===== src/tga_rle_pixel_decoder_unit_assert.svh =====
// Assertion macros for the TGA run-length pixel decoder.
// Included by the top level; simulation builds get checks, synthesis gets nothing.
`ifndef TGA_RLE_PIXEL_DECODER_UNIT_ASSERT_SVH
`define TGA_RLE_PIXEL_DECODER_UNIT_ASSERT_SVH

`ifndef SYNTHESIS
// check a property on every rising edge outside reset
`define TGA_ASSERT(label, clk, rst_n, prop) \
  label: assert property (@(posedge clk) disable iff (!rst_n) prop) \
    else $error("tga_rle_pixel_decoder_unit: assertion failed");
// check that a condition never holds outside reset
`define TGA_ASSERT_NEVER(label, clk, rst_n, cond) \
  label: assert property (@(posedge clk) disable iff (!rst_n) !(cond)) \
    else $error("tga_rle_pixel_decoder_unit: forbidden condition seen");
`else
`define TGA_ASSERT(label, clk, rst_n, prop)
`define TGA_ASSERT_NEVER(label, clk, rst_n, cond)
`endif

`endif


===== src/tgarle_pkg.sv =====
// Shared types and constants for the TGA run-length pixel decoder.
// Used by the front queue, the back decoder and the top level.
`timescale 1ns / 1ps

package tgarle_pkg;

  // field widths
  localparam int unsigned BYTE_W  = 8;
  localparam int unsigned DIM_W   = 16;
  localparam int unsigned POS_W   = 32;
  localparam int unsigned CFG_A_W = 2;
  localparam int unsigned OUT_D_W = 72;

  // configuration register indexes
  localparam logic [CFG_A_W-1:0] CFG_PIXEL_DEPTH_32 = 2'd0;
  localparam logic [CFG_A_W-1:0] CFG_IMAGE_WIDTH    = 2'd1;
  localparam logic [CFG_A_W-1:0] CFG_IMAGE_HEIGHT   = 2'd2;

  // input kinds carried on tuser
  localparam logic ACT_DATA      = 1'b0;
  localparam logic ACT_NEW_IMAGE = 1'b1;

  // header decoding and pixel constants
  localparam logic [BYTE_W-1:0] RUN_BIAS     = 8'd127;
  localparam logic [BYTE_W-1:0] ALPHA_OPAQUE = 8'hFF;

  // classified item held in the queue
  typedef struct packed {
    logic              is_cmd;   // start a new image
    logic              is_run;   // header byte would open a run packet
    logic [BYTE_W-1:0] count;    // pixel count if this byte is a header
    logic [BYTE_W-1:0] data;     // raw byte
  } q_item_t;

  // queue status seen by the top level
  typedef struct packed {
    logic empty;
    logic full;
  } q_status_t;

endpackage


===== src/tgarle_front.sv =====
// Front part of the TGA run-length decoder: accepts and classifies items and
// queues them for the back part. Depends on tgarle_pkg.
`timescale 1ns / 1ps

module tgarle_front #(
  parameter int unsigned QUEUE_DEPTH = 2
) (
  input  logic                            clk,
  input  logic                            rst_n,
  input  logic                            in_tvalid,
  output logic                            in_tready,
  input  logic [tgarle_pkg::BYTE_W-1:0]   in_tdata,   // [7:0] data_byte
  input  logic                            in_tuser,   // [0] action
  input  logic                            pop,
  output tgarle_pkg::q_item_t             head,
  output logic                            head_valid,
  output tgarle_pkg::q_status_t           status
);

  localparam int unsigned PTR_W = (QUEUE_DEPTH > 1) ? $clog2(QUEUE_DEPTH) : 1;
  localparam int unsigned CNT_W = $clog2(QUEUE_DEPTH + 1);
  localparam logic [PTR_W-1:0] LAST_PTR = PTR_W'(QUEUE_DEPTH - 1);
  localparam logic [CNT_W-1:0] FULL_CNT = CNT_W'(QUEUE_DEPTH);

  tgarle_pkg::q_item_t mem_r [QUEUE_DEPTH];
  logic [PTR_W-1:0] wr_ptr_r, wr_ptr_nxt;
  logic [PTR_W-1:0] rd_ptr_r, rd_ptr_nxt;
  logic [CNT_W-1:0] cnt_r, cnt_nxt;
  tgarle_pkg::q_item_t cls;
  logic push;
  logic do_pop;

  // classify the incoming byte
  always_comb begin
    cls.is_cmd = (in_tuser == tgarle_pkg::ACT_NEW_IMAGE);
    cls.is_run = in_tdata[tgarle_pkg::BYTE_W-1];
    cls.count  = cls.is_run ? (in_tdata - tgarle_pkg::RUN_BIAS) : (in_tdata + 8'd1);
    cls.data   = in_tdata;
  end

  assign in_tready    = (cnt_r != FULL_CNT);
  assign push         = in_tvalid && in_tready;
  assign head_valid   = (cnt_r != '0);
  assign do_pop       = pop && head_valid;
  assign head         = mem_r[rd_ptr_r];
  assign status.empty = !head_valid;
  assign status.full  = !in_tready;

  // advance pointers and count
  always_comb begin
    wr_ptr_nxt = wr_ptr_r;
    rd_ptr_nxt = rd_ptr_r;
    cnt_nxt    = cnt_r;
    if (push) begin
      wr_ptr_nxt = (wr_ptr_r == LAST_PTR) ? '0 : wr_ptr_r + 1'b1;
    end
    if (do_pop) begin
      rd_ptr_nxt = (rd_ptr_r == LAST_PTR) ? '0 : rd_ptr_r + 1'b1;
    end
    if (push && !do_pop) begin
      cnt_nxt = cnt_r + 1'b1;
    end else if (!push && do_pop) begin
      cnt_nxt = cnt_r - 1'b1;
    end
  end

  always_ff @(posedge clk) begin
    if (!rst_n) begin
      wr_ptr_r <= '0;
      rd_ptr_r <= '0;
      cnt_r    <= '0;
    end else begin
      wr_ptr_r <= wr_ptr_nxt;
      rd_ptr_r <= rd_ptr_nxt;
      cnt_r    <= cnt_nxt;
    end
  end

  // store classified item
  always_ff @(posedge clk) begin
    if (push) begin
      mem_r[wr_ptr_r] <= cls;
    end
  end

endmodule


===== src/tgarle_back.sv =====
// Back part of the TGA run-length decoder: packet state, pixel assembly,
// run clipping and the output register. Depends on tgarle_pkg.
`timescale 1ns / 1ps

module tgarle_back (
  input  logic                                clk,
  input  logic                                rst_n,
  input  logic                                depth_32,
  input  logic [tgarle_pkg::POS_W-1:0]        total,
  input  tgarle_pkg::q_item_t                 head,
  input  logic                                head_valid,
  output logic                                pop,
  output logic                                out_tvalid,
  input  logic                                out_tready,
  output logic [tgarle_pkg::OUT_D_W-1:0]      out_tdata,
  output logic                                out_tlast
);

  typedef enum logic [2:0] {
    PH_HDR = 3'b001,
    PH_RUN = 3'b010,
    PH_RAW = 3'b100
  } phase_t;

  localparam int unsigned BW = tgarle_pkg::BYTE_W;
  localparam int unsigned PW = tgarle_pkg::POS_W;

  phase_t        phase_r, phase_nxt;
  logic [1:0]    byte_r, byte_nxt;
  logic [BW-1:0] left_r, left_nxt;
  logic [BW-1:0] blue_r, blue_nxt;
  logic [BW-1:0] green_r, green_nxt;
  logic [BW-1:0] red_r, red_nxt;
  logic [PW-1:0] pos_r, pos_nxt;

  logic          o_valid_r, o_valid_nxt;
  logic [BW-1:0] o_blue_r, o_green_r, o_red_r, o_alpha_r, o_rep_r;
  logic [PW-1:0] o_start_r;
  logic          o_last_r;

  logic          out_free;
  logic          img_full;
  logic [PW-1:0] remaining;
  logic          is_pix;
  logic          done;
  logic          fire;
  logic          load;
  logic          clip;
  logic [BW-1:0] repeat_cnt;
  logic [BW-1:0] left_after;
  logic [BW-1:0] alpha_w;
  logic          complete;

  // classify the head item against current state
  always_comb begin
    out_free   = !o_valid_r || out_tready;
    img_full   = (pos_r >= total);
    remaining  = total - pos_r;
    is_pix     = !head.is_cmd && !img_full && (phase_r != PH_HDR);
    done       = is_pix && byte_r[1] && (!depth_32 || byte_r[0]);
    pop        = head_valid && (out_free || !done);
    fire       = pop;
    load       = fire && done;
    clip       = ({{(PW-BW){1'b0}}, left_r} > remaining);
    if (phase_r == PH_RUN) begin
      repeat_cnt = clip ? remaining[BW-1:0] : left_r;
      left_after = '0;
    end else begin
      repeat_cnt = 8'd1;
      left_after = left_r - 8'd1;
    end
    alpha_w    = (depth_32 && (byte_r == 2'd3)) ? head.data : tgarle_pkg::ALPHA_OPAQUE;
    complete   = (remaining == {{(PW-BW){1'b0}}, repeat_cnt});
  end

  // next packet and pixel state
  always_comb begin
    phase_nxt = phase_r;
    byte_nxt  = byte_r;
    left_nxt  = left_r;
    blue_nxt  = blue_r;
    green_nxt = green_r;
    red_nxt   = red_r;
    pos_nxt   = pos_r;
    if (fire) begin
      priority if (head.is_cmd) begin
        phase_nxt = PH_HDR;
        byte_nxt  = 2'd0;
        left_nxt  = '0;
        pos_nxt   = '0;
      end else if (img_full) begin
        // drop bytes past the end of the image
      end else if (phase_r == PH_HDR) begin
        phase_nxt = head.is_run ? PH_RUN : PH_RAW;
        left_nxt  = head.count;
        byte_nxt  = 2'd0;
      end else begin
        unique case (byte_r)
          2'd0: begin
            blue_nxt = head.data;
            byte_nxt = 2'd1;
          end
          2'd1: begin
            green_nxt = head.data;
            byte_nxt  = 2'd2;
          end
          2'd2: begin
            red_nxt  = head.data;
            byte_nxt = depth_32 ? 2'd3 : 2'd0;
          end
          default: begin
            // alpha in 32-bit mode, late red after a depth change
            if (!depth_32) begin
              red_nxt = head.data;
            end
            byte_nxt = 2'd0;
          end
        endcase
        if (done) begin
          left_nxt = left_after;
          pos_nxt  = pos_r + {{(PW-BW){1'b0}}, repeat_cnt};
          if (left_after == '0) begin
            phase_nxt = PH_HDR;
          end
        end
      end
    end
  end

  // hold or drain the output register
  always_comb begin
    o_valid_nxt = o_valid_r;
    if (load) begin
      o_valid_nxt = 1'b1;
    end else if (out_tready) begin
      o_valid_nxt = 1'b0;
    end
  end

  always_ff @(posedge clk) begin
    if (!rst_n) begin
      phase_r   <= PH_HDR;
      byte_r    <= 2'd0;
      left_r    <= '0;
      blue_r    <= '0;
      green_r   <= '0;
      red_r     <= '0;
      pos_r     <= '0;
      o_valid_r <= 1'b0;
    end else begin
      phase_r   <= phase_nxt;
      byte_r    <= byte_nxt;
      left_r    <= left_nxt;
      blue_r    <= blue_nxt;
      green_r   <= green_nxt;
      red_r     <= red_nxt;
      pos_r     <= pos_nxt;
      o_valid_r <= o_valid_nxt;
    end
  end

  // capture result payload
  always_ff @(posedge clk) begin
    if (load) begin
      o_blue_r  <= blue_nxt;
      o_green_r <= green_nxt;
      o_red_r   <= red_nxt;
      o_alpha_r <= alpha_w;
      o_start_r <= pos_r;
      o_rep_r   <= repeat_cnt;
      o_last_r  <= complete;
    end
  end

  assign out_tvalid = o_valid_r;
  assign out_tdata  = {o_rep_r, o_start_r, o_alpha_r, o_red_r, o_green_r, o_blue_r};
  assign out_tlast  = o_last_r;

endmodule


===== src/tga_rle_pixel_decoder_unit.sv =====
// Top level of the TGA run-length pixel decoder: configuration registers,
// image size product, front queue and back decoder. Depends on tgarle_pkg,
// tgarle_front, tgarle_back and tga_rle_pixel_decoder_unit_assert.svh.
//
// Usage:
//   in_*  : one compressed byte per item (in_tdata), in_tuser = 1 starts a
//           new image and clears position and packet state.
//   out_* : one item per finished pixel: BGRA, raster start index and repeat
//           count in out_tdata; out_tlast marks the pixel that fills the image.
//   cfg_* : write pixel depth, width and height while the block is idle.
// Path: the byte that completes a result is accepted, passes through the front
//   queue and then loads the output register, which drives out_tvalid.
// Throughput: one input item per cycle, set by the back state update, unless
//   a held result stalls it; the QUEUE_DEPTH-entry queue absorbs ready lag.
// Reset: clears queue, packet state and position; depth 24-bit, size 1 x 1.
// Stall: with out_tready low the result is held, the back part still consumes
//   bytes that give no result, and in_tready drops once the queue is full.
`timescale 1ns / 1ps

module tga_rle_pixel_decoder_unit #(
  parameter int unsigned QUEUE_DEPTH = 2
) (
  input  logic                                 clk,
  input  logic                                 rst_n,
  input  logic                                 in_tvalid,
  output logic                                 in_tready,
  input  logic [tgarle_pkg::BYTE_W-1:0]        in_tdata,   // [7:0] data_byte
  input  logic                                 in_tuser,   // [0] action
  output logic                                 out_tvalid,
  input  logic                                 out_tready,
  // [7:0] blue, [15:8] green, [23:16] red, [31:24] alpha,
  // [63:32] start_index, [71:64] repeat_count
  output logic [tgarle_pkg::OUT_D_W-1:0]       out_tdata,
  output logic                                 out_tlast,  // image_complete
  input  logic                                 cfg_wr_en,
  input  logic [tgarle_pkg::CFG_A_W-1:0]       cfg_addr,
  input  logic [tgarle_pkg::DIM_W-1:0]         cfg_wdata
);

  logic                           depth_r;
  logic [tgarle_pkg::DIM_W-1:0]   width_r;
  logic [tgarle_pkg::DIM_W-1:0]   height_r;
  logic [tgarle_pkg::POS_W-1:0]   total_r;
  logic [tgarle_pkg::POS_W-1:0]   total_nxt;

  tgarle_pkg::q_item_t            head;
  logic                           head_valid;
  logic                           pop;
  tgarle_pkg::q_status_t          q_status;

  // configuration writes
  always_ff @(posedge clk) begin
    if (!rst_n) begin
      depth_r  <= 1'b0;
      width_r  <= 16'd1;
      height_r <= 16'd1;
    end else if (cfg_wr_en) begin
      unique case (cfg_addr)
        tgarle_pkg::CFG_PIXEL_DEPTH_32: depth_r  <= cfg_wdata[0];
        tgarle_pkg::CFG_IMAGE_WIDTH:    width_r  <= cfg_wdata;
        tgarle_pkg::CFG_IMAGE_HEIGHT:   height_r <= cfg_wdata;
        default: ;
      endcase
    end
  end

  // register the pixel count of the image
  assign total_nxt = tgarle_pkg::POS_W'(width_r) * tgarle_pkg::POS_W'(height_r);

  always_ff @(posedge clk) begin
    if (!rst_n) begin
      total_r <= 32'd1;
    end else begin
      total_r <= total_nxt;
    end
  end

  tgarle_front #(
    .QUEUE_DEPTH (QUEUE_DEPTH)
  ) u_front (
    .clk        (clk),
    .rst_n      (rst_n),
    .in_tvalid  (in_tvalid),
    .in_tready  (in_tready),
    .in_tdata   (in_tdata),
    .in_tuser   (in_tuser),
    .pop        (pop),
    .head       (head),
    .head_valid (head_valid),
    .status     (q_status)
  );

  tgarle_back u_back (
    .clk        (clk),
    .rst_n      (rst_n),
    .depth_32   (depth_r),
    .total      (total_r),
    .head       (head),
    .head_valid (head_valid),
    .pop        (pop),
    .out_tvalid (out_tvalid),
    .out_tready (out_tready),
    .out_tdata  (out_tdata),
    .out_tlast  (out_tlast)
  );

`include "tga_rle_pixel_decoder_unit_assert.svh"

  // repeat count of a result is between one and a full run of 128
  `TGA_ASSERT(a_repeat_range, clk, rst_n, out_tvalid |-> ((out_tdata[71:64] - 8'd1) < 8'd128))
  // the back part never takes from an empty queue
  `TGA_ASSERT_NEVER(a_no_pop_empty, clk, rst_n, pop && q_status.empty)
  // no item is accepted into a full queue
  `TGA_ASSERT_NEVER(a_no_push_full, clk, rst_n, in_tvalid && in_tready && q_status.full)
  // a waiting item is always taken while the output side can accept
  `TGA_ASSERT(a_no_idle_stall, clk, rst_n, (!q_status.empty && (!out_tvalid || out_tready)) |-> pop)

endmodule

===== config.mk =====
export PLATFORM = sky130hd
export DESIGN_NAME = tga_rle_pixel_decoder_unit
export DESIGN_NICKNAME = d
export VERILOG_FILES = /design/src/tgarle_pkg.sv /design/src/tgarle_front.sv /design/src/tgarle_back.sv /design/src/tga_rle_pixel_decoder_unit.sv
export VERILOG_INCLUDE_DIRS = /design/src /design/src/src
export SDC_FILE = /design/constraint.sdc
export NUM_CORES = 1
export LEC_CHECK = 0
export BUFFER_PORTS_ARGS = -buffer_cell sky130_fd_sc_hd__buf_4
export CAP_MARGIN = 40
export CORE_MARGIN = 2
export CORE_UTILIZATION = 65
export CTS_BUF_LIST = sky130_fd_sc_hd__clkbuf_4 sky130_fd_sc_hd__clkbuf_8
export DETAILED_ROUTE_END_ITERATION = 6
export PLACE_DENSITY = 0.84
export SYNTH_ARGS = -nofsm -noshare
export SYNTH_HDL_FRONTEND = slang
export SYNTH_SLANG_ARGS = --single-unit
export TNS_END_PERCENT = 50

===== constraint.sdc =====
create_clock -name clk -period 11.2 [get_ports clk]
set_input_delay 1.12 -clock clk [delete_from_list [all_inputs] [get_ports clk]]
set_output_delay 1.12 -clock clk [all_outputs]
set_load 0.05 [all_outputs]

After elaboration in Yosys (flattened, before gate mapping) --
Memories as Yosys holds them, arrays and structs flattened. A register that Yosys moved wholly into a read port is not among the register bits. Index checks and enable logic that the tools add are counted.
Word-level totals: output and inout port bits 75, memories kept 1, bits of input ports 32, memory bits (writable) 36, logic and storage cells 134, flip-flop bits (word level) 212
Operators by class: add/subtract/negate cells 9, reduce and logical (&&, ||, !) cells 38, $lt $le $gt $ge 2, equality and inequality tests 12, multipliers 1, mux-type cells 49
Memories:
- u_front.mem_r | depth 2, width 18, rd ports 1, clocked after memory_dff 1, write ports 1, line tgarle_front.sv:25 | tgarle_pkg::q_item_t mem_r [QUEUE_DEPTH];
Operators by type and width (number):
- 8-bit two-way mux | 23
- 32-bit two-way mux | 4
- 32-bit by 8-bit adder with 32-bit output | 1
- 32-bit by 8-bit == test with 1-bit output | 1
- 32-bit greater-or-equal comparator | 1
- 8-bit by 32-bit greater-than comparator with 1-bit output | 1
- 16-bit by 16-bit multiplier with 32-bit output | 1
- 32-bit subtractor | 1
- 3-bit two-way mux | 6
- 8-bit one-hot mux with 2 select lines | 1
- 2-bit two-way mux | 6
- 1-bit logical AND | 11
- 8-bit by 1-bit adder with 8-bit output (second input constant) | 1
- 8-bit logical NOT | 1
- 1-bit two-way mux | 8
- 2-bit AND reduction | 4
- 4-bit AND reduction | 2
- 2-bit nonzero test | 4
- 8-bit by 1-bit subtractor with 8-bit output (second input constant) | 1
- 8-bit by 7-bit subtractor with 8-bit output (second input constant) | 1
- 1-bit logical NOT | 7
- 2-bit == test (second input constant) | 3
- 2-bit one-hot mux with 3 select lines | 1
- 3-bit nonzero test | 2
- other kinds (13) | 19

Logic depth before layout (Yosys ltp) --
Gate-level depths: netlist (run 1).
word-level depth 13, depth in mapped cells 30, gate-level depth less buffers 28

Cells and area by module --
A second synthesis (run 1) with hierarchy kept.
Unflattened totals: cell total of the unflattened synthesis 2255, area, all modules 20928.8 um^2
By module, submodules not included:
- tga_rle_pixel_decoder_unit | times used 1, area an instance 10750.3 um^2, seq. area each 1301.2 um^2, cells each 1239
- tgarle_back | times used 1, area an instance 8607.0 um^2, seq. area each 3593.4 um^2, cells each 921
- tgarle_front | times used 1, area an instance 1571.5 um^2, seq. area each 1121.1 um^2, cells each 95

Worst setup path after synthesis (run 1) --
No wires, ideal clock.
path type register to register, start point reg width_r[13] (netlist name), end point reg total_r[31] (netlist name), arrival time 6.230 ns, data required time 11.085 ns, cell stages (with the launch flop) 26, library setup time 0.115 ns, path slack 4.855 ns, period minus slack after synthesis 6.345 ns, buffers on the path 2, cell sequence dfxtp_1 > clkbuf_1 > clkbuf_1 > nand2_1 > fa_1 > inv_1 > fa_1 > fa_1 > inv_1 > fa_1 > inv_1 > fa_1 > inv_1 > fa_1 > inv_1 > ha_1 > a21o_1 > a21o_1 > a21o_1 > a21o_1 > a21o_1 > nor2b_1 > a2111oi_0 > a21oi_1 > xnor2_1 > and2_1
On the way: word-level cells in the longest chain between the ends 1
Ends and longest elaborated chain:
- start, declared | line tga_rle_pixel_decoder_unit.sv:41 | logic [tgarle_pkg::DIM_W-1:0] width_r;
- start signal, assigned | line tga_rle_pixel_decoder_unit.sv:60 | tgarle_pkg::CFG_IMAGE_WIDTH: width_r <= cfg_wdata;
- 16-bit by 16-bit multiplier with 32-bit output | line tga_rle_pixel_decoder_unit.sv:68 | assign total_nxt = tgarle_pkg::POS_W'(width_r) * tgarle_pkg::POS_W'(height_r);
- end signal, assigned | line tga_rle_pixel_decoder_unit.sv:74 | total_r <= total_nxt;
- end, declared | line tga_rle_pixel_decoder_unit.sv:43 | logic [tgarle_pkg::POS_W-1:0] total_r;
Every way passes these cells. A chain may end at the register's enable or synchronous reset.

Final worst setup path (run 1) --
start point reg u_back.pos_r[2], end point reg u_back.pos_r[29]
On the way: elaborated cells between the ends (all ways) 21, classes of those cells add/sub (2); order compare (2); eq/ne (1); mux (6); reduce/logical (10)
RTL lines:
- start, declared | line tgarle_back.sv:34 | logic [PW-1:0] pos_r, pos_nxt;
- start signal, assigned | line tgarle_back.sv:157 | pos_r <= pos_nxt;
- 32-bit subtractor | line tgarle_back.sv:58 | remaining = total - pos_r;
- 8-bit by 32-bit greater-than comparator with 1-bit output | line tgarle_back.sv:64 | clip = ({{(PW-BW){1'b0}}, left_r} > remaining);
- 8-bit two-way mux | line tgarle_back.sv:66 | repeat_cnt = clip ? remaining[BW-1:0] : left_r;
- 8-bit two-way mux | line tgarle_back.sv:65 | if (phase_r == PH_RUN) begin
- via u_back.repeat_cnt[1] | line tgarle_back.sv:49 | logic [BW-1:0] repeat_cnt;
- 32-bit by 8-bit adder with 32-bit output | line tgarle_back.sv:121 | pos_nxt = pos_r + {{(PW-BW){1'b0}}, repeat_cnt};
- 32-bit two-way mux | line tgarle_back.sv:119 | if (done) begin
- 32-bit two-way mux | line tgarle_back.sv:93 | end else if (phase_r == PH_HDR) begin
- 32-bit two-way mux | line tgarle_back.sv:91 | end else if (img_full) begin
- 32-bit two-way mux | line tgarle_back.sv:86 | priority if (head.is_cmd) begin
The timed path passes the listed nets, and every way through them passes these cells. The select of a mux whose other input is x is not followed.

==> impl_metrics.ini, run 1 <==
[setup_path]
worstReg2RegEnd = u_back.pos_r[29]
crit_fanout = 13
ff2ff_setup_slack_ns = 4.34
required_ns = 11.65
worst_r2r_path_depth = 23
critical_path_class = reg -> reg
r2r-start = u_back.pos_r[2]
endpoint_kind = register
start_kind = register
crit_arrival_ns = 7.31

[route]
drt-initial-drc-count = 1210
drtAntennaViolNets = 0
wl_per_cell_um = 17.8
drt-vias-per-instance = 5.87
vias = 15900
wl_um = 48300
dr.pass1.iters = 7
drc_errors = 0

[layout]
syn_to_final_growth_pct = 9.73
layout_common_cells = 345 x nand2_1, 303 x inv_1, 196 x fa_1
mostFrequentLayoutCell = nand2_1
nets = 2659
regArea_mm2 = 0.00602
fillers = 2280
multi_input_area_mm2 = 0.0130
diodes = 0
drive_gt1_share_pct = 10.7

[synth]
synth_top_cell_area_share_pct = 19.2
synth_area_leaders = fa_1 19%, edfxtp_1 16%, dfxtp_1 14%, ha_1 9.5%, nand2_1 6.3%
synth_fp_nets = 2589
syn_area_per_cell_um2 = 9.29
yosysTopAreaCell = fa_1
synth_area_mm2 = 0.0205
ys_seq_area_share_pct = 29.4
synthCells = 2206
yosys_warnings = 0
ys_ff_latch = 247
synth-main-ff-cell = dfxtp_1
async_flop_share_pct = 0
synth_edf_count = 107
yosys.cell_types.count = 84

[sta]
period_needed_ns = 6.86
rsz0062_at_grt = false
setup_slack_ns = 4.34
slew_headroom_pct = 37.5
fin_crit_sh_pct = 61.2
tightest_slew_ns = 0.937
fmax_mhz = 146
finalMaxSlewViolations = 0
final_hold_viol_count = 0
tns_ns = 0
fin_skew_ns = 0.0386
setup_viol = 0

[flow_run]
maxCapViolations = 0

[clock_tree]
root_buffer = clkbuf_8
clock_path_buffers = 3
cts_hold_repair.buffers = 0
ctsResizeCount = 0
h-tree-depth = 2
cts.clk_slew.worst_paths_ns = 0.06
numCtsBuffers = 42
insertion_delay_ns = 0.57
postCtsSetupBuffers = 0
cts_tree = built
clock_sink_count = 247

[min_path]
min_path_type = reg -> reg
hold_depth = 0
holdCritStartpoint = u_back.pos_r[18]
whs_endpoint = u_back.o_start_r[18]

[global_route]
grt_use_total_pct = 29.8
grt_overflow_total = 0
grt_pass1_vias = 16100
grt_pass1_wl_um = 79200
antenna_found_initial = 0
grt_max_degree = 109

[power]
ir_worst_vdd_v = 0.000102
leakage_nw = 10.2
power_density_mw_per_mm2 = 119
total_power_mw = 2.67

[floorplan]
die_h_um = 182
io_pins = 107
die-area_mm2 = 0.0330
start_util_pct = 65.4
die_w_um = 182
core-area_mm2 = 0.0313
rows = 65

[place]
dp_slack_ns = 4.22
hpwl_um = 37300
place.gp.congestion = 0.932
port_buffers = 106

[outcome]
status = finished clean
[registers in the layout (all words and copies together), names as in the netlist, 2 cells and up, named ones only]
register	count
u_back.phase_r	3
u_back.blue_r	8
width_r	16
total_r	32
u_back.left_r	8
u_back.green_r	8
u_back.o_red_r	8
u_back.red_r	8
u_front.cnt_r	2
u_back.o_green_r	8
u_front.mem_r	34
u_back.pos_r	32
u_back.o_blue_r	8
height_r	16
u_back.o_rep_r	8
u_back.o_alpha_r	8
u_back.o_start_r	32
u_back.byte_r	2
[logic make-up (layout without fill, tap and decap cells)]
| logic type | after synthesis | after routing | share of synthesized area, % |
|---|---|---|---|
| AOI/OAI and AO/OA | 350 | 350 | 11.6 |
| xor gates and xnor gates | 74 | 74 | 3.16 |
| adders and majority gates | 351 | 351 | 28.6 |
| buffers and inverters | 393 | 497 | 7.39 |
| DFF | 247 | 247 | 29.4 |
| muxes | 31 | 31 | 1.55 |
| and+or+nand+nor | 760 | 760 | 18.3 |
[cells in the mapped netlist (all sizes together), types with 11 or more instances]
library cell    n
a21boi         68
a21o           35
a21oi          82
and2          156
and3           14
buf            12
clkbuf         78
dfxtp         140
edfxtp        107
fa            196
ha            155
inv           303
mux2i          28
nand2         345
nand3          35
nand4          24
nor2           63
nor2b          15
nor3           17
o21a           12
o21ai          72
o21bai         11
or2            30
or3            21
xnor2          49
xor2           25
[metrics by stage]
step	cell area, um^2	std cells	util, %	hold WS [ns]
5_1_grt	22500	2712	71.8	0.450
2_1_floorplan	20500	2206	-	0.408
3_3_place_gp	21500	2630	68.5	0.417
4_1_cts	22500	2711	71.8	0.434
6_report	22500	2712	71.8	0.435
3_5_place_dp	21500	2633	68.7	0.418
[worst max-delay path, stage by stage, from the launching register on]
cell	delay [ns]
dfxtp_1	0.41
inv_1	0.09
ha_1	0.38
and3b_1	0.24
o211ai_2	0.26
o21a_2	0.24
o21ai_1	0.18
o41ai_1	0.42
xor2_1	0.19
nand2_1	0.08
a2111oi_1	0.56
and4_1	0.62
mux2i_1	0.50
ha_1	0.22
a21o_1	0.10
a21oi_1	0.09
o21bai_1	0.15
a21oi_1	0.12
o21bai_1	0.14
a21oi_1	0.11
o21bai_1	0.39
nand4_1	0.54
or3_1	0.51
a21oi_1	0.16
[where the power goes]
part           internal, mW  total, mW  switching (mW)  leakage, nW
clock                 0.532      0.913           0.381        0.505
combinational         0.277      0.708           0.431         7.54
sequential            0.988       1.04          0.0568         2.15
[final cells by class]
class,instances,share of cell area (%)
Clock buffer,61,3.35
Timing Repair Buffer,116,3.99
Tap cell,402,2.24
Inverter,303,5.06
Multi-Input combinational cell,1566,57.7
Sequential cell,247,26.8
Clock inverter,17,0.941
[layer usage]
layer	global-route usage (%)	wire [um]
met1	37.4	19300
met4	13.1	2090
met2	52.2	24300
met3	3.53	2590
met5	0	0
[how the worst max path moves through the flow]
stage / depth (start not counted) / end / from / slack [ns]
5_1_grt: 23 / u_back.pos_r[25] / u_back.pos_r[8] / 3.81
6_report: 23 / u_back.pos_r[29] / u_back.pos_r[2] / 4.34
3_3_place_gp: 19 / total_r[31] / width_r[11] / 4.58
4_1_cts: 19 / total_r[29] / width_r[10] / 4.16
2_1_floorplan: 25 / total_r[31] / width_r[13] / 4.86
3_5_place_dp: 19 / total_r[29] / width_r[10] / 4.22
No activity file was read; power rests on OpenSTA's default activity.
==> run 2, diff against run 1 <==
==> constraint.sdc (replaced) <==
create_clock -name clk -period 6.65 [get_ports clk]
set_input_delay 0.665 -clock clk [delete_from_list [all_inputs] [get_ports clk]]
set_output_delay 0.665 -clock clk [all_outputs]
set_load 0.05 [all_outputs]
==> run 2 against run 1 <==
First-iteration DRC count is 8.6% lower. Largest power group unchanged. Non-clock buffer count grew 39. Flip-flop and latch count stayed put. Combinational power grew 75%. Highest routed layer unchanged. Die area did not move. Worst setup slack got worse by 4.1 ns. Worst hold slack got worse by 0.18 ns. Critical endpoint is now total_r[30]. Routed wire length is 0.96% higher. Sequential share of layout area is 0.28 points lower.
==> impl_metrics.ini, run 2 (same netlist as run 1, synthesis figures left out) <==
[power]
power_density_mw_per_mm2 = 196
leakage_nw = 10.4
ir_worst_vdd_v = 0.000155
total_power_mw = 4.46

[layout]
syn_to_final_growth_pct = 11.0
drive_gt1_share_pct = 12.7
fillers = 2233
diodes = 0
postLayoutCellArea_mm2 = 0.0227
regArea_mm2 = 0.00602
nets = 2698
largest_register = u_front.mem_r
largest_reg_flops = 34
fin_util_pct = 72.7
mostFrequentLayoutCell = nand2_1
layout_common_cells = 345 x nand2_1, 303 x inv_1, 196 x fa_1
multi_input_area_mm2 = 0.0130

[place]
place_area_mm2 = 0.0218
place.gp.congestion = 0.962
hpwl_um = 38400
port_buffers = 106

[setup_path]
slowest_delay_ns = 0.64
crit_top_cell = fa_1
worstReg2RegEnd = total_r[30]
cp-startpoint = width_r[12]
ff2ff_setup_slack_ns = 0.26
endpoint_kind = register
r2r-start = width_r[12]
cpMaxStageDelayCell = dfxtp_1
critical_path_class = reg -> reg
start_kind = register
crit_arrival_ns = 6.81
worst_r2r_path_depth = 24
crit_fanout = 11
crit_chain = nand2_1, fa_1, inv_1, fa_1, fa_1, inv_1, fa_1, inv_1, fa_1, inv_1, fa_1, inv_1, ha_1, a21o_1, a21o_1, a21o_1, a21oi_1, o211ai_1, a311oi_1, buf_4, o311ai_1, a31oi_1, xnor2_1, and2_1
required_ns = 7.07

[clock_tree]
root_buffer = clkbuf_8
h-tree-depth = 2
cts_tree = built
cts.clk_slew.worst_paths_ns = 0.06
clock_path_buffers = 3
clock_sink_count = 247
numCtsBuffers = 42
postCtsSetupBuffers = 0
insertion_delay_ns = 0.60

[route]
drc_errors = 0
dr.pass1.iters = 7
vias = 15900
wl_um = 48700
drt-initial-drc-count = 1106
drtAntennaViolNets = 0
wl_per_cell_um = 17.7
drt-vias-per-instance = 5.79

[global_route]
grt_overflow_total = 0
grt_max_degree = 63
grt_use_total_pct = 29.9
antenna_found_initial = 0
grt_pass1_vias = 16100
grt_pass1_wl_um = 79200

[floorplan]
core-area_mm2 = 0.0313
rows = 65
io_pins = 107
die-area_mm2 = 0.0330
die_w_um = 182
die_h_um = 182
start_util_pct = 65.4

[min_path]
holdCritStartpoint = in_tuser
min_path_type = in -> reg
hold_depth = 1
whs_endpoint = u_front.mem_r[1][17]

[sta]
tns_ns = 0
period_needed_ns = 6.39
slew_headroom_pct = 40.9
finalMaxSlewViolations = 0
worst_hold_slack_ns = 0.256
final_hold_viol_count = 0
fin_skew_ns = 0.0795
fin_crit_sh_pct = 96.1
rsz0062_at_grt = true
setup_viol = 0
fmax_mhz = 157
tightest_slew_ns = 0.885

[flow_run]
maxCapViolations = 0

[outcome]
status = finished clean
==> run 2: changes by cell type in the layout (fill, tap and decap cells not counted), sizes merged <==
cell          previous run  this run
buf                    115       155
bufinv                   4         2
clkbuf                  61        63
clkinv                  10         9
dlymetal6s2s             1         0
inv                    305       306
==> run 2: timing repair <==
action | 4_1_cts | 5_1_grt
gates resized for setup | 0 | 14
endpoints found under the setup margin | 0 | 24
hold buffers | 0 | 0
==> run 2: worst max path at each step <==
| stage | end | slack [ns] | cells past startpoint |
|---|---|---|---|
| final | total_r[30] | 0.26 | 24 |
| after floorplan | total_r[31] | 0.31 | 25 |
| after global placement | total_r[24] | 0.39 | 21 |
| after CTS | total_r[24] | 0.22 | 21 |
| after global routing | total_r[30] | -0.03 | 23 |
| after detailed placement | total_r[24] | 0.26 | 21 |
==> run 2: power breakdown <==
| part | leakage (nW) | internal (mW) | switching, mW |
|---|---|---|---|
| sequential | 2.15 | 1.66 | 0.0807 |
| clock | 0.485 | 0.829 | 0.646 |
| combinational | 7.76 | 0.478 | 0.759 |
==> run 2: metal layers <==
layer	global-route usage (%)	wire length (um)	up-vias
met4	15.0	2430	0
met5	0	0	-
met1	36.8	19300	7695
li1	-	-	7454
met3	5.11	2940	163
met2	51.1	24100	605
==> run 2: per-stage QoR <==
step | setup WS [ns] | std cells
floorplan | 0.305 | 2206
global placement | 0.392 | 2671
detailed placement | 0.257 | 2673
CTS | 0.217 | 2751
global route | -0.0276 | 2751
finish | 0.261 | 2751
==> run 2: area by class of cell <==
| cell class | count | area share [%] |
|---|---|---|
| well taps | 402 | 2.21 |
| multi-input cells | 1566 | 57.1 |
| flip-flops and latches | 247 | 26.5 |
| clock buffers | 63 | 3.37 |
| clock inverters | 15 | 0.660 |
| repair buffers | 155 | 5.20 |
| inverters | 303 | 5.00 |
==> run 2: critical path, delay by kind of cell (launching register included) <==
| family | cells | cell delay (ns) |
|---|---|---|
| fa+ha+maj | 7 | 3.25 |
| compound gates | 8 | 1.54 |
| flops | 1 | 0.64 |
| buf+inv | 6 | 0.44 |
| simple gates | 2 | 0.28 |
| xor+xnor | 1 | 0.08 |
